## config.mk

```make
export PLATFORM = sky130hd
export DESIGN_NAME = preemptive_priority_scheduler
export DESIGN_NICKNAME = d
export VERILOG_FILES = /design/src/pps_pkg.sv /design/src/pps_table.sv /design/src/pps_pick.sv /design/src/preemptive_priority_scheduler.sv
export SDC_FILE = /design/constraint.sdc
export NUM_CORES = 2
export LEC_CHECK = 0
export CAP_MARGIN = 20
export CORE_MARGIN = 5
export CORE_UTILIZATION = 40
export CTS_CLUSTER_DIAMETER = 40
export CTS_CLUSTER_SIZE = 12
export DETAILED_ROUTE_END_ITERATION = 6
export DONT_BUFFER_PORTS = 1
export PLACE_DENSITY_LB_ADDON = 0.3
export SYNTH_ARGS = -nofsm -noshare
export SYNTH_HDL_FRONTEND = slang
export SYNTH_HIERARCHICAL = 1
export SYNTH_SLANG_ARGS = --single-unit
```

## constraint.sdc

```tcl
create_clock -name clk -period 8.99 [get_ports clk]
set_input_delay 0.899 -clock clk [delete_from_list [all_inputs] [get_ports clk]]
set_output_delay 0.899 -clock clk [all_outputs]
set_load 0.01 [all_outputs]
```

## src/pps_pkg.sv

```systemverilog
// ----------------------------------------------------------------------------
// pps_pkg
// Shared types for the preemptive priority scheduler: process table record,
// scan control word and controller state encoding.
// ----------------------------------------------------------------------------
package pps_pkg;

  typedef struct packed {
    logic [7:0]  pid;
    logic [15:0] arrival;
    logic [7:0]  burst;
    logic [7:0]  prio;
    logic [7:0]  remaining;
    logic [16:0] start;
  } pps_entry_t;

  // scan control, controller -> selector
  typedef struct packed {
    logic clear;
    logic vld;
    logic done;
  } pps_scan_t;

  typedef enum logic [4:0] {
    S_LOAD  = 5'b00001,
    S_SCAN  = 5'b00010,
    S_SERVE = 5'b00100,
    S_FIN   = 5'b01000,
    S_EMIT  = 5'b10000
  } pps_state_t;

endpackage

```

## src/pps_table.sv

```systemverilog
// ----------------------------------------------------------------------------
// pps_table
// Process table memory: one write port, one read port, registered read data.
// ----------------------------------------------------------------------------
module pps_table
  import pps_pkg::*;
#(
  parameter int DEPTH = 16,
  parameter int IW    = 4
) (
  input  logic          clk,
  input  logic          wr_en,
  input  logic [IW-1:0] wr_addr,
  input  pps_entry_t    wr_data,
  input  logic          rd_en,
  input  logic [IW-1:0] rd_addr,
  output pps_entry_t    rd_data
);

  pps_entry_t mem [DEPTH];
  pps_entry_t rd_data_r;

  always_ff @(posedge clk) begin
    if (wr_en) begin
      mem[wr_addr] <= wr_data;
    end
  end

  always_ff @(posedge clk) begin
    if (rd_en) begin
      rd_data_r <= mem[rd_addr];
    end
  end

  assign rd_data = rd_data_r;

endmodule

```

## src/pps_pick.sv

```systemverilog
// ----------------------------------------------------------------------------
// pps_pick
// Selector fed by the table read stream: keeps the best ready entry of the
// current scan and the earliest arrival among unfinished entries.
// ----------------------------------------------------------------------------
module pps_pick
  import pps_pkg::*;
#(
  parameter int IW = 4
) (
  input  logic          clk,
  input  logic          rst_n,
  input  pps_scan_t     ctl,
  input  logic [IW-1:0] idx,
  input  pps_entry_t    rec,
  input  logic [16:0]   now,
  output logic          best_found,
  output logic [IW-1:0] best_idx,
  output pps_entry_t    best_rec,
  output logic [15:0]   min_arr
);

  logic          found_r;
  logic [IW-1:0] idx_r;
  pps_entry_t    rec_r;
  logic [15:0]   min_r;
  logic          ready;
  logic          better;

  always_comb begin
    ready  = ctl.vld && !ctl.done && ({1'b0, rec.arrival} <= now);
    better = !found_r || (rec.prio > rec_r.prio) ||
             ((rec.prio == rec_r.prio) && (rec.arrival < rec_r.arrival));
  end

  always_ff @(posedge clk) begin
    if (!rst_n) begin
      found_r <= 1'b0;
    end else if (ctl.clear) begin
      found_r <= 1'b0;
    end else if (ready && better) begin
      found_r <= 1'b1;
    end
  end

  always_ff @(posedge clk) begin
    if (ctl.clear) begin
      min_r <= '1;
    end else begin
      if (ready && better) begin
        idx_r <= idx;
        rec_r <= rec;
      end
      if (ctl.vld && !ctl.done && (rec.arrival < min_r)) begin
        min_r <= rec.arrival;
      end
    end
  end

  assign best_found = found_r;
  assign best_idx   = idx_r;
  assign best_rec   = rec_r;
  assign min_arr    = min_r;

endmodule

```

## src/preemptive_priority_scheduler.sv

```systemverilog
// ----------------------------------------------------------------------------
// preemptive_priority_scheduler
// Loads a process table, then runs it tick by tick under preemptive priority
// scheduling and reports one word per completed process.
// ----------------------------------------------------------------------------
// Process words are taken one per cycle until the word with last_entry set;
// words beyond MAX_PROCESSES are dropped. The run then simulates one tick at a
// time: each tick reads the whole table through its single read port, one
// entry per cycle, and a tick that completes a process also passes through
// the finish and emit states, where it can be held by output back-pressure.
// An idle stretch is skipped in one scan. No input word is taken during the
// run; the next set can load as soon as the last result is registered.
module preemptive_priority_scheduler
  import pps_pkg::*;
#(
  parameter int MAX_PROCESSES = 16
) (
  input  logic        clk,
  input  logic        rst_n,
  input  logic        in_valid,
  output logic        in_ready,
  input  logic [7:0]  in_proc_id,
  input  logic [15:0] in_arrival_tick,
  input  logic [7:0]  in_burst_length,
  input  logic [7:0]  in_prio_level,
  input  logic        in_last_entry,
  output logic        out_valid,
  input  logic        out_ready,
  output logic [7:0]  out_done_id,
  output logic [16:0] out_start_tick,
  output logic [16:0] out_finish_tick,
  output logic [16:0] out_turnaround,
  output logic [16:0] out_wait_ticks,
  output logic [23:0] out_sum_turnaround,
  output logic [23:0] out_sum_wait,
  output logic        out_last_result
);

  localparam int IW = (MAX_PROCESSES > 1) ? $clog2(MAX_PROCESSES) : 1;
  localparam int CW = $clog2(MAX_PROCESSES + 1);

  pps_state_t state_r;
  logic [CW-1:0] loaded_r;
  logic [CW-1:0] finished_r;
  logic [CW-1:0] scan_idx_r;
  logic [16:0] now_r;
  logic [23:0] total_turn_r;
  logic [23:0] total_wait_r;
  logic [MAX_PROCESSES-1:0] started_r;
  logic [MAX_PROCESSES-1:0] done_r;
  logic rd_vld_r;
  logic rd_last_r;
  logic [IW-1:0] rd_idx_r;
  logic [16:0] fin_start_r;
  logic [16:0] turn_r;
  logic [16:0] wait_r;
  logic out_valid_r;
  logic [7:0] out_id_r;
  logic [16:0] out_start_r;
  logic [16:0] out_finish_r;
  logic [16:0] out_turn_r;
  logic [16:0] out_wait_r;
  logic [23:0] out_sum_turn_r;
  logic [23:0] out_sum_wait_r;
  logic out_last_r;

  logic in_acc;
  logic rd_en;
  logic rd_last;
  logic wr_en;
  logic [IW-1:0] wr_addr;
  pps_entry_t wr_data;
  pps_entry_t rd_data;
  pps_entry_t load_rec;
  pps_entry_t serve_rec;
  pps_scan_t scan_ctl;
  logic best_found;
  logic [IW-1:0] best_idx;
  pps_entry_t best_rec;
  logic [15:0] min_arr;
  logic [16:0] serve_start;
  logic out_free;
  logic [23:0] sum_turn_nxt;
  logic [23:0] sum_wait_nxt;
  logic run_last;
  logic table_room;

  assign in_ready   = (state_r == S_LOAD);
  assign in_acc     = in_valid && in_ready;
  assign table_room = (loaded_r < CW'(MAX_PROCESSES));
  assign out_free   = !out_valid_r || out_ready;

  assign rd_en   = (state_r == S_SCAN) && (scan_idx_r < loaded_r);
  assign rd_last = (scan_idx_r == loaded_r - CW'(1));

  always_comb begin
    load_rec           = '0;
    load_rec.pid       = in_proc_id;
    load_rec.arrival   = in_arrival_tick;
    load_rec.burst     = (in_burst_length == 8'd0) ? 8'd1 : in_burst_length;
    load_rec.remaining = load_rec.burst;
    load_rec.prio      = in_prio_level;

    serve_start         = started_r[best_idx] ? best_rec.start : now_r;
    serve_rec           = best_rec;
    serve_rec.remaining = best_rec.remaining - 8'd1;
    serve_rec.start     = serve_start;
  end

  always_comb begin
    if (state_r == S_LOAD) begin
      wr_en   = in_acc && table_room;
      wr_addr = loaded_r[IW-1:0];
      wr_data = load_rec;
    end else begin
      wr_en   = (state_r == S_SERVE) && best_found;
      wr_addr = best_idx;
      wr_data = serve_rec;
    end
  end

  assign scan_ctl.clear = (state_r == S_SCAN) && (scan_idx_r == '0);
  assign scan_ctl.vld   = rd_vld_r;
  assign scan_ctl.done  = done_r[rd_idx_r];

  assign sum_turn_nxt = total_turn_r + 24'(turn_r);
  assign sum_wait_nxt = total_wait_r + 24'(wait_r);
  assign run_last     = (finished_r == loaded_r);

  pps_table #(
    .DEPTH (MAX_PROCESSES),
    .IW    (IW)
  ) u_table (
    .clk     (clk),
    .wr_en   (wr_en),
    .wr_addr (wr_addr),
    .wr_data (wr_data),
    .rd_en   (rd_en),
    .rd_addr (scan_idx_r[IW-1:0]),
    .rd_data (rd_data)
  );

  pps_pick #(
    .IW (IW)
  ) u_pick (
    .clk        (clk),
    .rst_n      (rst_n),
    .ctl        (scan_ctl),
    .idx        (rd_idx_r),
    .rec        (rd_data),
    .now        (now_r),
    .best_found (best_found),
    .best_idx   (best_idx),
    .best_rec   (best_rec),
    .min_arr    (min_arr)
  );

  // read pipeline tags
  always_ff @(posedge clk) begin
    if (!rst_n) begin
      rd_vld_r <= 1'b0;
    end else begin
      rd_vld_r <= rd_en;
    end
  end

  always_ff @(posedge clk) begin
    if (rd_en) begin
      rd_idx_r  <= scan_idx_r[IW-1:0];
      rd_last_r <= rd_last;
    end
  end

  // sequencer
  always_ff @(posedge clk) begin
    if (!rst_n) begin
      state_r      <= S_LOAD;
      loaded_r     <= '0;
      finished_r   <= '0;
      scan_idx_r   <= '0;
      now_r        <= '0;
      total_turn_r <= '0;
      total_wait_r <= '0;
      started_r    <= '0;
      done_r       <= '0;
    end else begin
      unique case (state_r)
        S_LOAD: begin
          if (in_acc) begin
            if (table_room) begin
              loaded_r <= loaded_r + CW'(1);
            end
            if (in_last_entry) begin
              scan_idx_r <= '0;
              state_r    <= S_SCAN;
            end
          end
        end
        S_SCAN: begin
          if (rd_en) begin
            scan_idx_r <= scan_idx_r + CW'(1);
          end
          if (rd_vld_r && rd_last_r) begin
            state_r <= S_SERVE;
          end
        end
        S_SERVE: begin
          scan_idx_r <= '0;
          if (!best_found) begin
            now_r   <= {1'b0, min_arr};
            state_r <= S_SCAN;
          end else begin
            started_r[best_idx] <= 1'b1;
            now_r <= now_r + 17'd1;
            if (best_rec.remaining == 8'd1) begin
              done_r[best_idx] <= 1'b1;
              finished_r <= finished_r + CW'(1);
              state_r    <= S_FIN;
            end else begin
              state_r <= S_SCAN;
            end
          end
        end
        S_FIN: begin
          state_r <= S_EMIT;
        end
        S_EMIT: begin
          if (out_free) begin
            if (run_last) begin
              loaded_r     <= '0;
              finished_r   <= '0;
              now_r        <= '0;
              total_turn_r <= '0;
              total_wait_r <= '0;
              started_r    <= '0;
              done_r       <= '0;
              state_r      <= S_LOAD;
            end else begin
              total_turn_r <= sum_turn_nxt;
              total_wait_r <= sum_wait_nxt;
              state_r      <= S_SCAN;
            end
          end
        end
        default: begin
          state_r <= S_LOAD;
        end
      endcase
    end
  end

  // completion figures
  always_ff @(posedge clk) begin
    if ((state_r == S_SERVE) && best_found) begin
      fin_start_r <= serve_start;
    end
    if (state_r == S_FIN) begin
      turn_r <= now_r - {1'b0, best_rec.arrival};
      wait_r <= now_r - {1'b0, best_rec.arrival} - {9'd0, best_rec.burst};
    end
  end

  // result word register
  always_ff @(posedge clk) begin
    if (!rst_n) begin
      out_valid_r <= 1'b0;
    end else if ((state_r == S_EMIT) && out_free) begin
      out_valid_r <= 1'b1;
    end else if (out_ready) begin
      out_valid_r <= 1'b0;
    end
  end

  always_ff @(posedge clk) begin
    if ((state_r == S_EMIT) && out_free) begin
      out_id_r       <= best_rec.pid;
      out_start_r    <= fin_start_r;
      out_finish_r   <= now_r;
      out_turn_r     <= turn_r;
      out_wait_r     <= wait_r;
      out_sum_turn_r <= sum_turn_nxt;
      out_sum_wait_r <= sum_wait_nxt;
      out_last_r     <= run_last;
    end
  end

  assign out_valid          = out_valid_r;
  assign out_done_id        = out_id_r;
  assign out_start_tick     = out_start_r;
  assign out_finish_tick    = out_finish_r;
  assign out_turnaround     = out_turn_r;
  assign out_wait_ticks     = out_wait_r;
  assign out_sum_turnaround = out_sum_turn_r;
  assign out_sum_wait       = out_sum_wait_r;
  assign out_last_result    = out_last_r;

`ifndef ASSERT_OFF
  a_fin_le_loaded: assert property (@(posedge clk) disable iff (!rst_n)
    finished_r <= loaded_r)
    else $error("finished count exceeds loaded count");

  a_no_wr_in_scan: assert property (@(posedge clk) disable iff (!rst_n)
    (state_r == S_SCAN) |-> !wr_en)
    else $error("table write during scan");

  a_rd_in_range: assert property (@(posedge clk) disable iff (!rst_n)
    rd_vld_r |-> ({1'b0, rd_idx_r} < (IW + 1)'(loaded_r)))
    else $error("scan read beyond loaded entries");

  a_run_ends_clean: assert property (@(posedge clk) disable iff (!rst_n)
    ((state_r == S_EMIT) && out_free && run_last) |=>
      ((loaded_r == '0) && (done_r == '0) && in_ready))
    else $error("table not released after final result");
`endif

endmodule

```

Word-level counts from Yosys, hierarchy flattened
Memory sizes are Yosys's and may differ from the RTL's. A register that Yosys moved wholly into a read port is not among the register bits.
Cells that the tools add are included.
{ "op_classes": {"addsub": 10, "n_mul": 0, "div": 0, "order_cmp": 9, "eq_ne": 18, "shift": 0, "mux": 48, "bitwise_logic": 4, "n_reduce_logical": 34} }
{ "ops": {"columns": ["cell", "n"], "rows": [
  ["$mux 16", 5],
  ["$mux 17", 4],
  ["$mux 5", 13],
  ["$mux 65", 1],
  ["$pmux 16 s2", 2],
  ["$add 24x17->24", 2],
  ["$mux 24", 2],
  ["$pmux 17 s2", 1],
  ["$lt 16x16->1", 2],
  ["$or 16x16->16", 2],
  ["$pmux 5 s5", 1],
  ["$pmux 5 s2", 2],
  ["$add 17x1->17 const B", 1],
  ["$le 16x17->1", 1],
  ["$sub 17x16->17", 1],
  ["$sub 17x8->17", 1],
  ["$add 5x1->5 const B", 3],
  ["$pmux 5 s3", 1],
  ["$logic_and 1x1->1", 13],
  ["$mux 4", 3],
  ["$reduce_and 4->1", 3],
  ["$eq 5x5->1", 2],
  ["$lt 4x5->1 const B", 2],
  ["$ne 2x1->1 const B", 5],
  ["other kinds (30)", 50]
]} }
{ "word_totals": {"regBits": 386, "latch_bits": 0, "ram_bits": 1040, "mem_bits_ro": 0, "input_bits": 45, "output_inout_bits": 127, "word_cells": 157, "memories": 1} }
{ "mem_list": {"columns": ["memory", "words", "width", "read_ports", "rd_ports_with_merged_regs", "wr", "line", "text"], "rows": [
  ["u_table.mem", 16, 65, 1, 1, 1, "pps_table.sv:20", "pps_entry_t mem [DEPTH];"]
]} }

Depth between registers and ports, before layout
{ "depth": {"word_depth": 8, "mapped_depth": 15, "depth_no_buf": 15} }

Cells and area by module
Netlist, hierarchy kept.
{ "modules_own_cells": {"columns": ["module", "instances", "cells_each", "area_per_inst_um2"], "rows": [
  ["pps_table", 1, 1673, 40890.5],
  ["preemptive_priority_scheduler", 1, 1436, 15006.9],
  ["pps_pick", 1, 343, 4156.5]
]} }

Worst setup path after synthesis
OpenSTA, ideal clock, no wires.
{ "synth_path": {"kind": "reg2reg", "from": "register state_r[1]", "to": "memory u_table/mem[0][0] in the netlist's numbering (enable)", "arrival_time_ns": 6.259, "required_time_ns": 8.422, "slack_ns": 2.163, "stages_incl_launch_ff": 7, "path_cell_list": "dfxtp_1 or3_4 nor3b_2 nand2_1 nand2_1 or3b_1 nor3_1"} }
{ "synth_via": {"elab_chain_cells": 6, "word_cells_on_any_way": 9, "classes_between": "eq/ne: 2; mux: 4; reduce/logical: 3"} }
{ "synth_lines": {"columns": ["item", "line", "text"], "rows": [
  ["start: declaration", "preemptive_priority_scheduler.sv:42", "pps_state_t state_r;"],
  ["start signal: assignment", "preemptive_priority_scheduler.sv:177", "state_r <= S_LOAD;"],
  ["start signal: assignment", "preemptive_priority_scheduler.sv:195", "state_r <= S_SCAN;"],
  ["start signal: assignment", "preemptive_priority_scheduler.sv:204", "state_r <= S_SERVE;"],
  ["$eq 5x1->1", "preemptive_priority_scheduler.sv:88, preemptive_priority_scheduler.sv:111", null],
  ["$logic_and 1x1->1", "preemptive_priority_scheduler.sv:89", "assign in_acc = in_valid && in_ready;"],
  ["$logic_and 1x1->1", "preemptive_priority_scheduler.sv:112", "wr_en = in_acc && table_room;"],
  ["$mux 1 (*)", "preemptive_priority_scheduler.sv:111", "if (state_r == S_LOAD) begin"],
  ["named net wr_en", "preemptive_priority_scheduler.sv:70", "logic wr_en;"],
  ["$mux 1 (*)", "pps_table.sv:24", "if (wr_en) begin"],
  ["$mux 1 (not written as such) (*)", "pps_table.sv:25", "mem[wr_addr] <= wr_data;"],
  ["end: declaration", "pps_table.sv:20", null]
]} }
Mark *: on every way through the listed nets, which the timed path passes. The rest lies on a longest branch.

Worst setup path after layout
{ "layout_path": {"from": "register state_r[2]", "to": "memory u_table/mem[3][36] in the netlist's numbering (enable)"} }
{ "layout_via": {"elab_chain_cells": 6, "word_cells_on_any_way": 9, "classes_between": "eq/ne: 2; mux: 4; reduce/logical: 3"} }
{ "layout_lines": {"columns": ["item", "line", "text"], "rows": [
  ["$eq 5x1->1 (*)", "preemptive_priority_scheduler.sv:88", "assign in_ready = (state_r == S_LOAD);"],
  ["named net in_ready", "preemptive_priority_scheduler.sv:21", "output logic in_ready,"],
  ["$logic_and 1x1->1", "preemptive_priority_scheduler.sv:89", null],
  ["$logic_and 1x1->1", "preemptive_priority_scheduler.sv:112", null],
  ["$mux 1 (*)", "preemptive_priority_scheduler.sv:111", null],
  ["named net wr_en", "preemptive_priority_scheduler.sv:70", null],
  ["$mux 1 (*)", "pps_table.sv:24", null],
  ["$mux 1 (not written as such) (*)", "pps_table.sv:25", null]
]} }
Marked as above.

==> results.py <==
metrics = {
    "setup_path": {
        "required_ns": 9.40,
        "crit_start": "state_r[2]$_SDFFE_PN0P_",
        "reg2reg_from": "state_r[2]$_SDFFE_PN0P_",
        "startpoint_type": "flop",
        "criticalPathCategory": "reg -> reg",
        "crit_arrival_ns": 4.92,
        "r2r_end": "u_table/mem[3][36]$_DFFE_PP_",
        "worst_setup_path_end_kind": "flop",
        "path_max_fanout": 41,
        "r2r_setup_slack_ns": 4.48,
        "cp-endpoint": "u_table/mem[3][36]$_DFFE_PP_",
        "r2r_cells": 9,
    },
    "detailed_routing": {
        "ant_nets": 0,
        "vias": 31537,
        "drc": 0,
        "wl_per_cell_um": 25.4,
        "dr.pass1.iters": 5,
        "routed_wl_um": 145000,
        "drtIter0Drc": 2767,
        "viasPerCell": 5.52,
    },
    "logic_synthesis": {
        "yosys_register_bits": 1491,
        "ys.flop_type": "edfxtp_1",
        "synth_warnings": 6,
        "synth_area_mm2": 0.0601,
        "avgSynthCellArea_um2": 17.4,
        "synth-edff-count": 1355,
        "syn_inst": 3452,
        "async_flop_share": 0,
        "synth_top_area_frac": 0.678,
        "synth_top_area_cell": "edfxtp_1",
        "synth_nets": 3626,
        "ys_types": 92,
        "yosys-top-cells-area": "edfxtp_1 68%, mux4_2 10%, dfxtp_1 4.5%",
        "yosysSeqAreaShare": 0.723,
    },
    "die": {
        "boundaryPins": 172,
        "rows": 142,
        "core_mm2": 0.150,
        "die_y_um": 397,
        "die_w_um": 397,
        "die_area_mm2": 0.158,
        "start_util": 0.401,
    },
    "sta": {
        "finalCritPeriodShare": 0.501,
        "fmaxAchievable_mhz": 222,
        "setup_ws_ns": 4.48,
        "setup_viol": 0,
        "drv_slew": 0,
        "tightest_slew_ns": 1.15,
        "rsz0062_at_grt": "false",
        "final_hold_viol_count": 0,
        "fin_skew_ns": 0.0540,
        "fin_tns_setup_ns": 0,
        "min_period_ns": 4.51,
        "relSlewSlack": 0.235,
    },
    "pwr": {
        "powerDensity_mw_per_mm2": 276,
        "ir_worst_vdd_v": 0.000160,
        "p_comb_frac": 0.155,
        "p_leak_uw": 0.0227,
        "total_power_uw": 18900,
        "swShare": 0.264,
        "power.internal_uw": 13900,
        "clkPwrFrac": 0.368,
        "p_sw_uw": 4990,
        "p_seq_frac": 0.478,
    },
    "cells_and_area": {
        "most-common-layout-cells": "1355 x edfxtp_1, 270 x mux4_2, 235 x nand2_1, 182 x nor2_1, 181 x clkbuf_16",
        "layoutNonFillerInstCount": 5716,
        "drive_above_1_share": 0.190,
        "layout_commonest_cell": "edfxtp_1",
        "nets": 3750,
        "area_growth_pct": 13.9,
        "post-route-util": 0.457,
        "fillers": 12743,
    },
    "outcome": {
        "status": "complete, no violations",
    },
    "grt": {
        "grt_max_degree": 94,
        "track_usage": 0.183,
        "grt_pass1_wl_um": 214000,
        "overflow": 0,
        "grt_pass1_vias": 31604,
        "grt_antenna_before_repair": 16,
    },
    "clock_network": {
        "cts_setup_buffers": 0,
        "clkSlewWorstSetupHoldPaths_ns": 0.06,
        "ctsHoldBuffers": 0,
        "cts-root-buf": "clkbuf_16",
        "cts_resized": 0,
        "h-tree-depth": 4,
        "clock_latency_ns": 0.80,
        "clock_path_buffers": 3,
        "cts_buffers": 176,
        "cts_tree": "built",
        "clock-sinks": 1491,
    },
    "placed_design": {
        "placedCellCount": 5410,
        "place_congestion": 0.824,
        "place_ws_ns": 4.45,
        "numPortBuffers": 0,
        "dp_hpwl_um": 87900,
    },
    "min_path": {
        "hold_path_class": "in -> reg",
        "min_path_cells": 1,
    },
    "run": {
        "cap_violations": 0,
    },
}
[cell usage after synthesis (all sizes together) (7+ instances only)]
cell	n
buf	63
a21o	27
a211oi	12
xnor2	45
o21ai	93
a22o	10
and3	16
nand2	237
nand2b	17
inv	124
a21oi	126
o21a	9
mux4	270
nor2b	18
ha	125
and2	28
nor4	9
mux2	15
o211ai	8
xor2	45
or3	12
a2111oi	7
nor3	35
nand3	35
nand4	19
mux2i	19
nor2	198
dfxtp	136
edfxtp	1355
a22oi	147
or4	9
nor3b	12
a31oi	14
clkbuf	81
[layout make-up]
class                      count  area (um^2)  area share
tap                         2016         2520      0.0369
clock inverter                90         1050      0.0153
sequential                  1491        43400       0.635
multi-input combinational   1692        15600       0.228
inverter                     125          475     0.00695
antenna                        7         17.5    0.000256
clock buffer                 205         4630      0.0677
timing repair buffer          90          732      0.0107
[state kept, by name (all words and copies together), names as in the netlist, 24 cells and up]
signal / cells
u_table/mem: 1040
u_pick/best_rec: 65
u_table/rd_data: 65
out_sum_turnaround: 24
out_sum_wait: 24
total_turn_r: 24
total_wait_r: 24
[stage by stage]
| stage | cell area [um^2] | hold WS, ns |
|---|---|---|
| 4_1_cts | 68300 | 0.173 |
| 3_3_place_gp | 62600 | 0.400 |
| 6_report | 68400 | 0.258 |
| 5_1_grt | 68400 | 0.220 |
| 3_5_place_dp | 62600 | 0.405 |
| 2_1_floorplan | 60100 | 0.400 |
[cell families (layout without fill, tap and decap cells)]
group	Yosys count	after routing	synth area share
buf+inv	269	510	0.0208
fa+ha+maj	129	129	0.0274
xor+xnor	90	90	0.0131
compound gates	502	502	0.0561
mux	304	304	0.108
flops	1491	1491	0.723
other cells	0	7	0
simple gates	667	667	0.0521
[routing by layer]
layer / vias to the layer above / routed length, um / global-route usage
li1: 13909 / - / -
met1: 16301 / 61000 / 0.249
met2: 1104 / 68300 / 0.288
met3: 211 / 12400 / 0.0494
met4: 12 / 3670 / 0.0566
met5: - / 81 / 0
[worst max-delay path: stages (launching register included)]
cell and delay, ns:
dfxtp_1 0.37, nor2_1 0.21, nand3_4 0.13, buf_4 0.34
clkinv_2 0.54, nand3_1 0.23, nand2_1 0.23, or3b_1 0.53
nor2_4 0.81, buf_4 0.67
[power by group through the flow]
| stage | sequential (uW) | combinational [uW] | clock (uW) |
|---|---|---|---|
| finish | 9020 | 2920 | 6940 |
| CTS | 9030 | 2950 | 7090 |
| detailed placement | 9170 | 2940 | 0 |
| global route | 9060 | 3190 | 7380 |
| floorplan | 9140 | 1880 | 0 |
| global placement | 9150 | 2880 | 0 |
[worst min-delay path by stage]
| stage | start | slack, ns | endpoint |
|---|---|---|---|
| 2_1_floorplan | fin_start_r[0]$_DFFE_PP_ | 0.40 | out_start_tick[0]$_DFFE_PP_ |
| 3_3_place_gp | u_table/rd_data[38]$_DFFE_PP_ | 0.40 | u_pick/best_rec[38]$_DFFE_PP_ |
| 3_5_place_dp | fin_start_r[12]$_DFFE_PP_ | 0.40 | out_start_tick[12]$_DFFE_PP_ |
| 4_1_cts | rst_n | 0.17 | state_r[0]$_SDFFE_PN1P_ |
| 5_1_grt | rst_n | 0.22 | state_r[2]$_SDFFE_PN0P_ |
| 6_report | rst_n | 0.26 | state_r[0]$_SDFFE_PN1P_ |
Note: power is estimated with default switching activity, not from simulation.
